[config.mk]
export PLATFORM = sky130hd
export DESIGN_NAME = sorted_priority_queue
export DESIGN_NICKNAME = d
export VERILOG_FILES = /design/src/sv/spq_pkg.sv /design/src/sv/spq_cell.sv /design/src/sv/sorted_priority_queue.sv
export SDC_FILE = /design/constraint.sdc
export NUM_CORES = 1
export LEC_CHECK = 0
export BUFFER_PORTS_ARGS = -buffer_cell sky130_fd_sc_hd__buf_2
export CORE_ASPECT_RATIO = 1.4
export CORE_MARGIN = 5
export CORE_UTILIZATION = 55
export DETAILED_ROUTE_END_ITERATION = 8
export PLACE_DENSITY = 0.77
export SYNTH_ARGS = -nofsm -noshare
export SYNTH_HDL_FRONTEND = slang
export SYNTH_HIERARCHICAL = 1
export SYNTH_SLANG_ARGS = --single-unit
export TNS_END_PERCENT = 50
[constraint.sdc]
create_clock -name i_clk -period 8.35 [get_ports i_clk]
set_input_delay 0.4175 -clock i_clk [delete_from_list [all_inputs] [get_ports i_clk]]
set_output_delay 0.4175 -clock i_clk [all_outputs]
set_load 0.005 [all_outputs]
[src/sv/spq_pkg.sv]
// ----------------------------------------------------------------------------
// spq_pkg
// Shared types and constants for the sorted priority queue.
// ----------------------------------------------------------------------------
package spq_pkg;

    localparam int CAPACITY = 16;
    localparam int CNT_W    = $clog2(CAPACITY + 1);
    localparam int VAL_W    = 32;
    localparam int PRIO_W   = 8;
    localparam int OCC_W    = 5;
    localparam int STAT_W   = 2;

    typedef enum logic [0:0] {
        OP_ENQ = 1'b0,
        OP_DEQ = 1'b1
    } t_op;

    typedef enum logic [STAT_W-1:0] {
        ST_ENQ   = 2'd0,
        ST_DEQ   = 2'd1,
        ST_EMPTY = 2'd2,
        ST_FULL  = 2'd3
    } t_status;

    typedef struct packed {
        logic signed [VAL_W-1:0] value;
        logic [PRIO_W-1:0]       prio;
    } t_entry;

    // shift controls broadcast to every cell
    typedef struct packed {
        logic   enq;
        logic   deq;
        t_entry item;
    } t_cell_ctrl;

endpackage

[src/sv/spq_cell.sv]
// ----------------------------------------------------------------------------
// spq_cell
// One slot of the sorted queue: holds an entry, shifts right on insert
// behind the new entry, shifts left on head removal.
// ----------------------------------------------------------------------------
module spq_cell (
    input  logic                i_clk,
    input  spq_pkg::t_cell_ctrl i_ctrl,
    input  logic                i_occupied,
    input  logic                i_ins_left,
    input  spq_pkg::t_entry     i_left,
    input  spq_pkg::t_entry     i_right,
    output logic                o_ins,
    output spq_pkg::t_entry     o_entry
);
    import spq_pkg::*;

    t_entry r_entry;
    t_entry n_entry;

    // new entry belongs at or before this slot
    assign o_ins   = !i_occupied || (r_entry.prio > i_ctrl.item.prio);
    assign o_entry = r_entry;

    always_comb begin
        n_entry = r_entry;
        if (i_ctrl.enq) begin
            if (i_ins_left) begin
                n_entry = i_left;
            end else if (o_ins) begin
                n_entry = i_ctrl.item;
            end
        end else if (i_ctrl.deq) begin
            n_entry = i_right;
        end
    end

    always_ff @(posedge i_clk) begin
        r_entry <= n_entry;
    end

endmodule

[src/sv/sorted_priority_queue.sv]
// ----------------------------------------------------------------------------
// sorted_priority_queue
// Bounded priority queue held as a row of shift cells sorted by priority.
// ----------------------------------------------------------------------------
// Usage:
//   Request channel: i_valid / o_stall carry i_op, i_item_value and
//   i_item_priority. Op enqueue inserts ahead of the first held entry with a
//   strictly greater priority; op dequeue removes the head (lowest priority,
//   oldest among equals).
//   Result channel: o_valid / i_stall carry o_status, o_out_value,
//   o_out_priority and o_occupancy, one result per request.
//   Timing: the result is presented in the cycle after the request is taken.
//   Throughput: one request per cycle unless o_stall; each cell compares
//   with the new priority and shifts in the same cycle: the row updates in one step.
//   Stall: a held result stays in its register while i_stall is high; o_stall rises
//   only while a held result is blocked, so a request is still taken in
//   the cycle the pending result leaves.
//   Reset: synchronous, active low; the queue empties and no result is
//   pending. Cell contents are not cleared, only the entry count.
//   A full enqueue or empty dequeue leaves the queue unchanged.
// ----------------------------------------------------------------------------
module sorted_priority_queue (
    input  logic                              i_clk,
    input  logic                              i_rst_n,
    input  logic                              i_valid,
    output logic                              o_stall,
    input  logic                              i_op,
    input  logic signed [spq_pkg::VAL_W-1:0]  i_item_value,
    input  logic [spq_pkg::PRIO_W-1:0]        i_item_priority,
    output logic                              o_valid,
    input  logic                              i_stall,
    output logic [spq_pkg::STAT_W-1:0]        o_status,
    output logic signed [spq_pkg::VAL_W-1:0]  o_out_value,
    output logic [spq_pkg::PRIO_W-1:0]        o_out_priority,
    output logic [spq_pkg::OCC_W-1:0]         o_occupancy
);
    import spq_pkg::*;

    logic [CNT_W-1:0]         r_count;
    logic [CNT_W-1:0]         n_count;
    logic                     r_out_valid;
    t_status                  r_status;
    t_status                  n_status;
    logic signed [VAL_W-1:0]  r_value;
    logic signed [VAL_W-1:0]  n_value;
    logic [PRIO_W-1:0]        r_prio;
    logic [PRIO_W-1:0]        n_prio;

    logic       w_accept;
    logic       w_full;
    logic       w_empty;
    t_cell_ctrl w_ctrl;
    t_entry     w_entry [CAPACITY];
    logic       w_ins   [CAPACITY];

    assign o_stall  = r_out_valid && i_stall;
    assign w_accept = i_valid && !o_stall;
    assign w_full   = (r_count == CNT_W'(CAPACITY));
    assign w_empty  = (r_count == '0);

    assign w_ctrl.enq        = w_accept && (t_op'(i_op) == OP_ENQ) && !w_full;
    assign w_ctrl.deq        = w_accept && (t_op'(i_op) == OP_DEQ) && !w_empty;
    assign w_ctrl.item.value = i_item_value;
    assign w_ctrl.item.prio  = i_item_priority;

    for (genvar g = 0; g < CAPACITY; g++) begin : g_cell
        logic   w_occ;
        logic   w_ins_left;
        t_entry w_left;
        t_entry w_right;

        assign w_occ = (r_count > CNT_W'(g));

        if (g == 0) begin : g_first
            assign w_ins_left = 1'b0;
            assign w_left     = w_ctrl.item;
        end else begin : g_mid
            assign w_ins_left = w_ins[g-1];
            assign w_left     = w_entry[g-1];
        end

        if (g == CAPACITY - 1) begin : g_last
            assign w_right = w_entry[g];
        end else begin : g_inner
            assign w_right = w_entry[g+1];
        end

        spq_cell u_cell (
            .i_clk      (i_clk),
            .i_ctrl     (w_ctrl),
            .i_occupied (w_occ),
            .i_ins_left (w_ins_left),
            .i_left     (w_left),
            .i_right    (w_right),
            .o_ins      (w_ins[g]),
            .o_entry    (w_entry[g])
        );
    end

    always_comb begin
        n_count  = r_count;
        n_status = ST_ENQ;
        n_value  = '0;
        n_prio   = '0;
        if (t_op'(i_op) == OP_ENQ) begin
            if (w_full) begin
                n_status = ST_FULL;
            end else begin
                n_count = r_count + CNT_W'(1);
            end
        end else begin
            if (w_empty) begin
                n_status = ST_EMPTY;
            end else begin
                n_status = ST_DEQ;
                n_value  = w_entry[0].value;
                n_prio   = w_entry[0].prio;
                n_count  = r_count - CNT_W'(1);
            end
        end
    end

    always_ff @(posedge i_clk) begin
        if (!i_rst_n) begin
            r_count     <= '0;
            r_out_valid <= 1'b0;
        end else begin
            if (w_accept) begin
                r_count     <= n_count;
                r_out_valid <= 1'b1;
            end else if (!i_stall) begin
                r_out_valid <= 1'b0;
            end
        end
    end

    always_ff @(posedge i_clk) begin
        if (w_accept) begin
            r_status <= n_status;
            r_value  <= n_value;
            r_prio   <= n_prio;
        end
    end

    assign o_valid        = r_out_valid;
    assign o_status       = r_status;
    assign o_out_value    = r_value;
    assign o_out_priority = r_prio;
    assign o_occupancy    = OCC_W'(r_count);

`ifndef SYNTHESIS
    a_count_bound: assert property (@(posedge i_clk) disable iff (!i_rst_n)
        r_count <= CNT_W'(CAPACITY))
        else $error("entry count above capacity");

    a_count_hold: assert property (@(posedge i_clk) disable iff (!i_rst_n)
        !w_accept |=> $stable(r_count))
        else $error("entry count changed without a request");

    a_enq_inc: assert property (@(posedge i_clk) disable iff (!i_rst_n)
        w_ctrl.enq |=> r_count == $past(r_count) + CNT_W'(1))
        else $error("enqueue did not grow the queue");

    a_empty_deq: assert property (@(posedge i_clk) disable iff (!i_rst_n)
        w_accept && (t_op'(i_op) == OP_DEQ) && w_empty |=> o_status == ST_EMPTY)
        else $error("dequeue on empty queue not reported");

    a_sorted_head: assert property (@(posedge i_clk) disable iff (!i_rst_n)
        r_count >= CNT_W'(2) |-> w_entry[0].prio <= w_entry[1].prio)
        else $error("head entries out of order");
`endif

endmodule

==> results.ini <==
[setup_path]
slowest_delay_ns=0.96
criticalPathCategory=reg2reg
crit_buf_inv=4
rr_startpoint=o_occupancy[0]
cp.arrival_ns=4.92
crit_family=buffers and inverters
startpoint_type=register
r2r-end=g_cell[4].u_cell/o_entry[6]
crit_required_ns=8.66
rrSetupSlack_ns=3.73
cp-end-kind=register
cp_max_fo=201
slowest_stage=buf_4
worstPathCellList=inv_1 > ha_1 > or3b_1 > nor2_1 > nor3b_2 > buf_12 > buf_4 > buf_4 > a21oi_1
rr_worst_depth=9
path_common_cell=buf_4

[timing]
hold_ws_ns=0.110
min_period_over_period_pct=55.3
fmax_ghz=0.216
grt_setup_unrepaired=false
tns_ns=0
setup_slack_ns=3.73
max_slew_margin_pct=25.9
hold_viol=0
worst_slew_pin_slew_ns=1.11
finalCriticalPeriod_ns=4.62
drv_slew=0
skew_ns=0.0173
setup_viol=0

[layout]
area_growth_pct=6.97
nNetsFinal=3640
nFillCells=5626
drive_above_1_share_pct=9.06

[run]
maxCapViolCount=0

[route]
drt_iter0_drc=2221
drc=0
num_vias=25200
wire_per_inst_um=17.9
wl_um=79700
ant_nets=0
vias_per_cell=5.67
first_pass_iters=5

[floorplan]
fp.dieW_um=235
io_pins=94
initial_core_util_pct=55.5
fp.coreArea_um2=70400
rows=115
dieHeight_um=325
die_area_um2=76500

[global_routing]
grt_pass1_vias=24400
grt_antenna_before_repair=2
grt_max_degree=202
grt_pass1_wl_um=130000
gr-total-overflow=0
grt_use_total_pct=20.3

[logic_synthesis]
synth_fp_nets=3665
synthCells=3486
ys.warnings.count=6
syn_area_um2=39000
syn_avg_cell_area_um2=11.2

[power]
p_leak_nw=18.9
power.density_nw_per_um2=244
power_mw=10.2
peakVddDrop_v=0.000142

[clock_tree]
cts_resized=0
numCtsBuffers=67
cts_sinks=688
clk_latency_ns=0.62
htreeDepth=3
path_clk_slew_ns=0.06
clk_path_buf_depth=3
cts_root_buf=clkbuf_16
cts_setup_buffers=0
cts_tree=done

[min_path]
min-delay-start=i_rst_n
hold_depth=2
hold_end=o_valid
hold_class=in2reg

[place]
numPortBuffers=93
dpl_worst_slack_ns=3.81
hpwl_um=56400
routabilityCongestion=0.838

[outcome]
outcome=complete, no violations

## how the worst max path moves through the flow
stage,startpoint,to,slack [ns],cells past startpoint
after floorplan,i_valid,g_cell[0].u_cell/o_entry[0],1.76,5
after global placement,i_stall,g_cell[6].u_cell/o_entry[38],3.93,8
after detailed placement,o_occupancy[0],g_cell[15].u_cell/o_entry[6],3.81,9
after CTS,o_occupancy[0],g_cell[4].u_cell/o_entry[4],3.81,10
after global routing,o_occupancy[0],g_cell[9].u_cell/o_entry[38],3.32,9
final,o_occupancy[0],g_cell[4].u_cell/o_entry[6],3.73,9
## sequential cells by signal, indices dropped and copies added, names as in the netlist
name / count
o_out_priority: 8
g_cell.u_cell/o_entry: 640
o_status: 2
o_out_value: 32
o_valid: 1
o_occupancy: 5
## report_power, final
part	switching, mW	internal [mW]
clock network	1.30	1.58
logic	1.50	0.957
registers	0.289	4.55
## through the flow
stage               util [%]  std cells  area, µm²
floorplan                  -       3486      39000
global placement        56.4       4327      39700
detailed placement      56.4       4327      39700
CTS                     59.3       4445      41700
global route            59.3       4447      41800
finish                  59.3       4447      41800
## cell type report
cell class	instances	area, µm²	area share (%)
antenna	2	5.00	0.0120
sequential	688	20600	49.3
clock inverter	37	255	0.611
inverter	149	559	1.34
timing repair buffer	144	876	2.10
tap	936	1170	2.81
multi-input combinational	2411	16500	39.6
clock buffer	80	1770	4.23
## per-layer routing
metal  global-route usage (%)  routed length [µm]  vias up  part of all wire, %
li1                         -                   -    12700                    -
met1                     28.0               36100    11800                   45
met2                     33.2               37600      557                   47
met3                     2.55                3730      132                  4.7
met4                     7.39                2360        0                  3.0
met5                        0                   0        -                    0
## cell usage in the layout (no fill, tap or decap), drive strengths merged, types with 3 or more instances in the layout
cell type / instances
dfxtp: 6
a21oi: 688
nand2b: 16
edfxtp: 682
nor2b: 33
nor3: 17
clkbuf: 80
o2bb2ai: 16
nand3: 17
o21ai: 31
mux2i: 641
nand2: 27
a21boi: 3
ha: 134
a211oi: 17
nor4b: 16
a31oi: 16
inv: 151
nand4: 16
nor2: 662
and3: 42
or3: 3
xnor2: 3
buf: 143
clkinv: 31
## timing repair
item / 4_1_cts / 5_1_grt
hold buffers: 1 / 0
endpoints found under the setup margin: 0 / 0
hold endpoints to repair: 1 / 0
(Power assumes the default switching activity.)
